## src/hw/rtl/mpt_pkg.sv

```systemverilog
// ---------------------------------------------------------------------------
// mpt_pkg: shared constants for the multichannel period tachometer
// Field widths, register indexes, request codes and reset values.
// ---------------------------------------------------------------------------
`timescale 1ns / 1ps
`default_nettype none

package mpt_pkg;

    // Request field widths
    localparam int OP_W      = 2;
    localparam int CHAN_W    = 2;
    localparam int CAPTURE_W = 16;
    localparam int NOW_W     = 32;

    // Configuration widths
    localparam int NUM_W     = 20;
    localparam int WEIGHT_W  = 17;
    localparam int TIMEOUT_W = 16;
    localparam int CFG_IDX_W = 2;
    localparam int CFG_DAT_W = 20;

    // Per-channel state widths
    localparam int OVF_W     = 8;
    // 17-bit weight * 255 overflows + difference stays below 2^25
    localparam int PERIOD_W  = 25;
    localparam int FRAC_W    = 8;
    localparam int FREQ_W    = 28;
    // numerator * 256 + period / 2 needs one bit more than the frequency
    localparam int DIVD_W    = NUM_W + FRAC_W + 1;
    localparam int DCNT_W    = $clog2(DIVD_W + 1);

    localparam logic [OVF_W-1:0]  OVF_MAX  = '1;
    localparam logic [FREQ_W-1:0] FREQ_MAX = '1;

    // Request codes
    localparam logic [OP_W-1:0] OP_CAPTURE  = 2'd0;
    localparam logic [OP_W-1:0] OP_OVERFLOW = 2'd1;
    localparam logic [OP_W-1:0] OP_SAMPLE   = 2'd2;
    localparam logic [OP_W-1:0] OP_NOP      = 2'd3;

    // Register indexes
    localparam logic [CFG_IDX_W-1:0] REG_FREQ_NUM   = 2'd0;
    localparam logic [CFG_IDX_W-1:0] REG_OVF_WEIGHT = 2'd1;
    localparam logic [CFG_IDX_W-1:0] REG_TIMEOUT    = 2'd2;

    // Register reset values
    localparam logic [NUM_W-1:0]     RST_FREQ_NUM   = 20'd100000;
    localparam logic [WEIGHT_W-1:0]  RST_OVF_WEIGHT = 17'd65535;
    localparam logic [TIMEOUT_W-1:0] RST_TIMEOUT    = 16'd40;

endpackage

`default_nettype wire

```

## src/hw/rtl/multichannel_period_tachometer.sv

```systemverilog
// ---------------------------------------------------------------------------
// multichannel_period_tachometer: input-capture period and frequency meter
// Captures form per-channel periods; a sample request walks the channels,
// turns fresh periods into Q.8 frequencies and zeroes timed-out channels.
// ---------------------------------------------------------------------------
//  channel  | handshake                 | payload
//  ---------+---------------------------+---------------------------------------
//  request  | i_in_valid / o_in_stall   | i_op, i_channel, i_capture_value,
//           |                           | i_now_ms
//  result   | o_out_valid / i_out_stall | o_out_channel, o_frequency_q8,
//           |                           | o_is_stale, o_last
//  config   | i_cfg_we                  | i_cfg_index, i_cfg_data
//
//  Overflow completes as it is accepted; a capture also passes the capture
//  state. A sample walks each channel through scan, check and emit, with the
//  divide and a write-back between when the period is fresh and nonzero
//  (one shared restoring divider, one quotient bit per cycle over 29 bits).
//  Each result waits in the output register until taken; one request is
//  worked at a time and o_in_stall stays high until it is done.
//  Reset is synchronous, active low, and clears all channel state.
`timescale 1ns / 1ps
`default_nettype none

module multichannel_period_tachometer #(
    parameter int NUM_CHANNELS = 4
) (
    input  wire                                i_clk,
    input  wire                                i_rst_n,
    // request channel
    input  wire                                i_in_valid,
    output logic                               o_in_stall,
    input  wire  [mpt_pkg::OP_W-1:0]           i_op,
    input  wire  [mpt_pkg::CHAN_W-1:0]         i_channel,
    input  wire  [mpt_pkg::CAPTURE_W-1:0]      i_capture_value,
    input  wire  [mpt_pkg::NOW_W-1:0]          i_now_ms,
    // result channel
    output logic                               o_out_valid,
    input  wire                                i_out_stall,
    output logic [mpt_pkg::CHAN_W-1:0]         o_out_channel,
    output logic [mpt_pkg::FREQ_W-1:0]         o_frequency_q8,
    output logic                               o_is_stale,
    output logic                               o_last,
    // configuration write port
    input  wire                                i_cfg_we,
    input  wire  [mpt_pkg::CFG_IDX_W-1:0]      i_cfg_index,
    input  wire  [mpt_pkg::CFG_DAT_W-1:0]      i_cfg_data
);

    localparam int CH_W = (NUM_CHANNELS > 1) ? $clog2(NUM_CHANNELS) : 1;
    localparam int PW   = mpt_pkg::PERIOD_W;
    localparam int DW   = mpt_pkg::DIVD_W;

    // Sequencer states
    localparam logic [2:0] S_IDLE  = 3'd0;
    localparam logic [2:0] S_CAPT  = 3'd1;
    localparam logic [2:0] S_SCAN  = 3'd2;
    localparam logic [2:0] S_DIV   = 3'd3;
    localparam logic [2:0] S_FIN   = 3'd4;
    localparam logic [2:0] S_CHECK = 3'd5;
    localparam logic [2:0] S_EMIT  = 3'd6;

    logic [2:0] r_state;

    // Configuration registers
    logic [mpt_pkg::NUM_W-1:0]     r_freq_num;
    logic [mpt_pkg::WEIGHT_W-1:0]  r_ovf_weight;
    logic [mpt_pkg::TIMEOUT_W-1:0] r_timeout;

    // Per-channel state
    logic [mpt_pkg::CAPTURE_W-1:0] r_prev   [NUM_CHANNELS];
    logic [mpt_pkg::OVF_W-1:0]     r_ovf    [NUM_CHANNELS];
    logic [PW-1:0]                 r_period [NUM_CHANNELS];
    logic [NUM_CHANNELS-1:0]       r_fresh;
    logic [mpt_pkg::NOW_W-1:0]     r_stamp  [NUM_CHANNELS];
    logic [mpt_pkg::FREQ_W-1:0]    r_freq   [NUM_CHANNELS];

    // Request and working registers
    logic [CH_W-1:0]               r_ch;
    logic [CH_W-1:0]               r_idx;
    logic [mpt_pkg::CAPTURE_W-1:0] r_cur;
    logic [mpt_pkg::NOW_W-1:0]     r_now;
    logic [PW-1:0]                 r_div;
    logic [PW-1:0]                 r_rem;
    logic [DW-1:0]                 r_quo;
    logic [mpt_pkg::DCNT_W-1:0]    r_cnt;

    // Output registers
    logic                          r_out_valid;
    logic [mpt_pkg::CHAN_W-1:0]    r_out_channel;
    logic [mpt_pkg::FREQ_W-1:0]    r_out_freq;
    logic                          r_out_stale;
    logic                          r_out_last;

    logic                          in_acc;
    logic                          ch_ok;
    logic                          idx_last;

    // Capture datapath
    logic [mpt_pkg::CAPTURE_W-1:0] prev_sel;
    logic [mpt_pkg::OVF_W-1:0]     ovf_sel;
    logic                          cap_take;
    logic [PW:0]                   cap_prod;
    logic [PW:0]                   cap_sum;
    logic [PW-1:0]                 n_period;

    // Divider datapath
    logic [PW-1:0]                 per_sel;
    logic [DW-1:0]                 div_dividend;
    logic [PW:0]                   n_rem_sh;
    logic [PW:0]                   n_rem_sub;
    logic                          n_ge;
    logic [mpt_pkg::FREQ_W-1:0]    n_freq;

    // Staleness check
    logic [mpt_pkg::NOW_W-1:0]     age;
    logic                          n_stale;

    assign o_in_stall     = (r_state != S_IDLE);
    assign in_acc         = i_in_valid && !o_in_stall;
    assign ch_ok          = (int'(i_channel) < NUM_CHANNELS);
    assign idx_last       = (int'(r_idx) == NUM_CHANNELS - 1);

    assign o_out_valid    = r_out_valid;
    assign o_out_channel  = r_out_channel;
    assign o_frequency_q8 = r_out_freq;
    assign o_is_stale     = r_out_stale;
    assign o_last         = r_out_last;

    // Period from previous capture, overflow count and weight
    always_comb begin
        prev_sel = r_prev[r_ch];
        ovf_sel  = r_ovf[r_ch];
        cap_take = (prev_sel != '0) && (r_cur > prev_sel);
        cap_prod = (PW+1)'(r_ovf_weight) * (PW+1)'(ovf_sel);
        cap_sum  = cap_prod + (PW+1)'(r_cur - prev_sel);
        n_period = cap_sum[PW-1:0];
    end

    // One restoring division step per cycle, divisor in r_div
    always_comb begin
        per_sel      = r_period[r_idx];
        div_dividend = DW'({r_freq_num, {mpt_pkg::FRAC_W{1'b0}}})
                     + DW'(per_sel >> 1);
        n_rem_sh     = {r_rem, r_quo[DW-1]};
        n_ge         = (n_rem_sh >= {1'b0, r_div});
        n_rem_sub    = n_rem_sh - {1'b0, r_div};
        n_freq       = r_quo[DW-1] ? mpt_pkg::FREQ_MAX : r_quo[mpt_pkg::FREQ_W-1:0];
    end

    // Age of the channel's stamp against the timeout
    always_comb begin
        age     = r_now - r_stamp[r_idx];
        n_stale = (age > mpt_pkg::NOW_W'(r_timeout));
    end

    // Control, configuration and channel state
    always_ff @(posedge i_clk) begin
        if (!i_rst_n) begin
            r_state      <= S_IDLE;
            r_freq_num   <= mpt_pkg::RST_FREQ_NUM;
            r_ovf_weight <= mpt_pkg::RST_OVF_WEIGHT;
            r_timeout    <= mpt_pkg::RST_TIMEOUT;
            r_fresh      <= '0;
            r_out_valid  <= 1'b0;
            r_idx        <= '0;
            r_cnt        <= '0;
            for (int i = 0; i < NUM_CHANNELS; i++) begin
                r_prev[i]   <= '0;
                r_ovf[i]    <= '0;
                r_period[i] <= '0;
                r_stamp[i]  <= '0;
                r_freq[i]   <= '0;
            end
        end else begin
            // configuration writes
            if (i_cfg_we) begin
                unique case (i_cfg_index)
                    mpt_pkg::REG_FREQ_NUM:   r_freq_num   <= i_cfg_data[mpt_pkg::NUM_W-1:0];
                    mpt_pkg::REG_OVF_WEIGHT: r_ovf_weight <= i_cfg_data[mpt_pkg::WEIGHT_W-1:0];
                    mpt_pkg::REG_TIMEOUT:    r_timeout    <= i_cfg_data[mpt_pkg::TIMEOUT_W-1:0];
                    default: ;
                endcase
            end

            unique case (r_state)
                S_IDLE: begin
                    if (in_acc) begin
                        case (i_op)
                            mpt_pkg::OP_CAPTURE: begin
                                if (ch_ok) r_state <= S_CAPT;
                            end
                            mpt_pkg::OP_OVERFLOW: begin
                                // saturating increment on every channel
                                for (int i = 0; i < NUM_CHANNELS; i++) begin
                                    if (r_ovf[i] != mpt_pkg::OVF_MAX)
                                        r_ovf[i] <= r_ovf[i] + 1'b1;
                                end
                            end
                            mpt_pkg::OP_SAMPLE: begin
                                r_idx   <= '0;
                                r_state <= S_SCAN;
                            end
                            default: ;
                        endcase
                    end
                end
                S_CAPT: begin
                    if (cap_take) begin
                        r_period[r_ch] <= n_period;
                        r_fresh[r_ch]  <= 1'b1;
                    end
                    r_prev[r_ch] <= r_cur;
                    r_ovf[r_ch]  <= '0;
                    r_state      <= S_IDLE;
                end
                S_SCAN: begin
                    if (r_fresh[r_idx]) begin
                        if (per_sel == '0) begin
                            // no period: frequency reads zero
                            r_freq[r_idx]  <= '0;
                            r_stamp[r_idx] <= r_now;
                            r_fresh[r_idx] <= 1'b0;
                            r_state        <= S_CHECK;
                        end else begin
                            r_cnt   <= mpt_pkg::DCNT_W'(DW);
                            r_state <= S_DIV;
                        end
                    end else begin
                        r_state <= S_CHECK;
                    end
                end
                S_DIV: begin
                    r_cnt <= r_cnt - 1'b1;
                    if (r_cnt == mpt_pkg::DCNT_W'(1)) r_state <= S_FIN;
                end
                S_FIN: begin
                    r_freq[r_idx]  <= n_freq;
                    r_stamp[r_idx] <= r_now;
                    r_fresh[r_idx] <= 1'b0;
                    r_state        <= S_CHECK;
                end
                S_CHECK: begin
                    if (n_stale) r_freq[r_idx] <= '0;
                    r_out_valid <= 1'b1;
                    r_state     <= S_EMIT;
                end
                S_EMIT: begin
                    if (!i_out_stall) begin
                        r_out_valid <= 1'b0;
                        if (idx_last) begin
                            r_state <= S_IDLE;
                        end else begin
                            r_idx   <= r_idx + 1'b1;
                            r_state <= S_SCAN;
                        end
                    end
                end
                default: r_state <= S_IDLE;
            endcase
        end
    end

    // Payload and divider registers
    always_ff @(posedge i_clk) begin
        if (r_state == S_IDLE && in_acc) begin
            r_ch  <= CH_W'(i_channel);
            r_cur <= i_capture_value;
            r_now <= i_now_ms;
        end
        if (r_state == S_SCAN) begin
            r_div <= per_sel;
            r_rem <= '0;
            r_quo <= div_dividend;
        end else if (r_state == S_DIV) begin
            r_rem <= n_ge ? n_rem_sub[PW-1:0] : n_rem_sh[PW-1:0];
            r_quo <= {r_quo[DW-2:0], n_ge};
        end
        if (r_state == S_CHECK) begin
            r_out_channel <= mpt_pkg::CHAN_W'(r_idx);
            r_out_freq    <= n_stale ? '0 : r_freq[r_idx];
            r_out_stale   <= n_stale;
            r_out_last    <= idx_last;
        end
    end

endmodule

`default_nettype wire

```

## config.mk

```make
export PLATFORM = sky130hd
export DESIGN_NAME = multichannel_period_tachometer
export DESIGN_NICKNAME = d
export VERILOG_FILES = /design/src/hw/rtl/mpt_pkg.sv /design/src/hw/rtl/multichannel_period_tachometer.sv
export SDC_FILE = /design/constraint.sdc
export NUM_CORES = 2
export LEC_CHECK = 0
export BUFFER_PORTS_ARGS = -buffer_cell sky130_fd_sc_hd__buf_2
export CELL_PAD_IN_SITES_DETAIL_PLACEMENT = 1
export CELL_PAD_IN_SITES_GLOBAL_PLACEMENT = 1
export CORE_ASPECT_RATIO = 2
export CORE_UTILIZATION = 53
export CTS_BUF_LIST = sky130_fd_sc_hd__clkbuf_2 sky130_fd_sc_hd__clkbuf_4 sky130_fd_sc_hd__clkbuf_8
export CTS_CLUSTER_SIZE = 16
export DETAILED_ROUTE_END_ITERATION = 16
export PLACE_DENSITY = 0.85
export SKIP_LAST_GASP = 1
export SYNTH_ARGS = -nofsm -noshare
export SYNTH_HDL_FRONTEND = slang
export SYNTH_SLANG_ARGS = --single-unit
```

## constraint.sdc

```tcl
create_clock -name i_clk -period 8.1 [get_ports i_clk]
set_input_delay 0 -clock i_clk [delete_from_list [all_inputs] [get_ports i_clk]]
set_output_delay 0 -clock i_clk [all_outputs]
set_load 0.1 [all_outputs]
```

==> summary.md <==
| Metric | Value |
|---|---|
| Status | finished clean |
| Initial DRT Pass Iterations | 5 |
| Filler cell count | 7199 |
| Slowest Stage Delay on Critical Path | 0.56 ns |
| Yosys warns | 0 |
| CTS tree | yes |
| Register area | around 19000 um^2 |
| CTS H-tree depth | 3 |
| Setup violations, final | 0 |
| Seq cells post-synth | between 600 and 700 |
| Avg Vias per Cell | 6.12 |
| Required time worst endpoint | 8.61 ns |
| CTS Root Cell | clkbuf_8 |
| Vias | 27900 |
| Setup Fix Bufs, Post-CTS | 0 |
| Final #Nets | 3927 |
| Kind of cell adding the most delay to the critical path | adder cells |
| Area grow syn2layout | 13.9% |
| Max rail drop VDD | 0.169 mV |
| TNS Setup | 0 ns |
| Worst Path Arrival | 8.32 ns |
| First-pass GRT wire length | 181 mm |
| Max_cap viols | 0 |
| GPL Wtd Cong | slightly below 1 |
| Syn avg cell area | 11.3 um^2 |
| WP buf/inv | 5 |
| Port Buffers | 112 |
| Slew Limit Fails | 0 |
| Skew final | a little under 0.07 ns |
| WL/cell | about 26 um |
| Hold Path Stages | 4 |
| Total wire length | 120 mm |
| Fmax achieved | 0.128 GHz |
| Max FO, Critical Path | 8 |
| LEAKAGE | 17.2 nW |
| # clock sinks | 669 |
| Largest net degree at the start of global routing | 70 |
| Die Y | 378 um |
| Startpoint Class | register |
| Detailed router's first-iteration violation count | about 1700 |
| Pwr/cell area | 215 nW/um^2 |
| Fin. Hold Viols | 0 |
| Worst hold path type | input port to register |
| R2r setup slk | 0.29 ns |
| Mapped Area | ~37000 um^2 |
| Commonest non-fill, non-tap cell in the layout | edfxtp_1 |
| Primary FF master, synth | edfxtp_1 |
| CP max stage cell | fa_1 |
| Hpwl dp | 79.7 mm |
| Total CTS buffers | 96 |
| Most frequent cells in the layout | edfxtp_1, nand2_1, inv_1 |
| Worst Hold End | r_ovf_weight[9] |
| Worst rel slew slack | 7.13% |
| Die area | 71700 um^2 |
| Ys async rst share | 0% |
| Synth area leader | edfxtp_1 |
| Worst-skew pair later-pin latency | around 0.81 ns |
| Crit path kind | register to register |
| Library cells used by synthesis | 80 |
| I/O pin total | 113 |
| Post-Synthesis Cells | 3310 |
| Tcrit/Tclk final | between 90% and 100% |
| Footprint of the multi-input gates | 16900 um^2 |
| Synth top area share | between 40% and 50% |
| CTS Buffer Depth | 3 |
| HP Start | i_cfg_data[9] |
| Vias in the first global route | roughly 32000 |
| Worst Reg-to-Reg Cells | 28 |
| Placed Instances | around 4200 |
| Initial Utilization | a little over half |
| Fin crit period | 7.81 ns |
| Area contributors post-synth | edfxtp_1, dfxtp_1, mux4_2, fa_1, ha_1 |
| Layout cells sized above 1 | 13.5% |
| DRC | 0 |
| Clock transition at path regs | roughly 0.080 ns |
| Tightest Pin Transition | 1.39 ns |
| Core area | 69800 um^2 |
| Total track usage | around a third |
| Gr ovfl total | 0 |
| Routed Antenna Nets | 0 |
| Initial antenna violation count | 5 |
| Sequential-to-total area share from yosys stat | 50.3% |
| Number of synthesized flops with an enable pin | 540 |
| Fin cells | roughly 4600 |
| Worst flop-to-flop path endpoint | r_period[3][22] |
| Post-synth net total | roughly 3700 |
| Horiz. Die Dim | 190 um |
| Row cnt | ~140 |
| Critical Path Sink Type | register |
==> how the worst max path moves through the flow <==
stage | slack, ns | cells past startpoint | to
after detailed placement | 0.03 | 26 | r_period[1][24]
after global routing | -0.01 | 28 | r_period[3][22]
final | 0.29 | 28 | r_period[3][22]
after global placement | 0.55 | 27 | r_period[3][22]
after CTS | 0.008 | 26 | r_period[1][24]
after floorplan | 0.87 | 27 | r_period[0][22]
==> per-layer routing <==
layer | track usage (%) | routed length, um | vias up
li1 | - | - | 12200
met1 | 32.5 | 38600 | 14000
met2 | 62.5 | 63800 | 1159
met3 | 5.89 | 6150 | 602
met4 | 29.0 | 11100 | 4
met5 | 0 | 24 | -
==> cell type report <==
type	count	share of cell area (%)
sequential	669	44.2
multi-input combinational	2174	39.7
timing repair buffer	306	5.60
clock buffer	129	3.83
inverter	325	2.87
tap	903	2.65
clock inverter	50	1.14
antenna	4	0.0235
==> state kept, by name (all words and copies together), names as in the netlist, 28 cells and up, named ones only <==
| signal | flops |
|---|---|
| r_now | 32 |
| r_freq | 112 |
| o_frequency_q8 | 28 |
| r_stamp | 128 |
| r_quo | 29 |
| r_prev | 64 |
| r_ovf | 32 |
| r_period | 100 |
==> metrics by stage <==
stage	cell area [um^2]	power, mW	setup slack, ns	hold WS [ns]	util (%)
finish	42600	9.13	0.288	0.119	61.0
global route	42600	9.44	-0.0103	0.0919	61.0
CTS	42500	9.04	0.00752	0.00154	60.9
detailed placement	38900	6.02	0.0293	0.178	55.8
global placement	38900	5.87	0.552	0.176	55.8
floorplan	37400	5.35	0.872	0.0989	-
==> cell usage after synthesis (13+ instances only) <==
cell type,instances
edfxtp_1,540
nand2_1,356
inv_1,325
nor2_1,289
and2_1,188
ha_1,159
o21ai_0,131
dfxtp_1,129
clkbuf_1,117
fa_1,117
mux4_2,110
a21oi_1,95
and3_1,77
nand3_1,71
nor2b_1,51
xnor2_1,51
xor2_1,51
a21boi_0,45
a21o_1,43
nor3_1,43
mux2i_1,23
o21a_1,23
a211oi_1,20
nand4_1,20
nand2b_1,19
or3_1,15
a31oi_1,14
buf_1,13
nor4_1,13
==> timing repair <==
action | 4_1_cts | 5_1_grt
gates resized for setup | 0 | 15
hold endpoints to repair | 117 | 0
hold buffers | 145 | 0
endpoints found under the setup margin | 0 | 16
==> where the power goes <==
group	switching, mW	leakage, nW	internal (mW)	total, mW
Sequential	0.117	6.54	3.89	4.00
Clock	1.46	1.10	1.56	3.02
Combinational	1.33	9.61	0.780	2.11
==> worst reg2reg max path, delay by kind of cell (launching register included) <==
family | cells | cell delay, ns
compound gates | 12 | 2.43
xor+xnor | 1 | 0.37
fa+ha+maj | 6 | 2.73
buf+inv | 5 | 0.72
flops | 1 | 0.41
mux | 1 | 0.34
simple gates | 3 | 0.50
==> kinds of logic after synthesis <==
logic type | share of synthesized area, %
compound gates | 8.39
flops | 50.3
mux | 7.36
buf+inv | 4.74
xor+xnor | 2.39
fa+ha+maj | 11.6
simple gates | 15.3
Power figures use the tool's default switching activity.
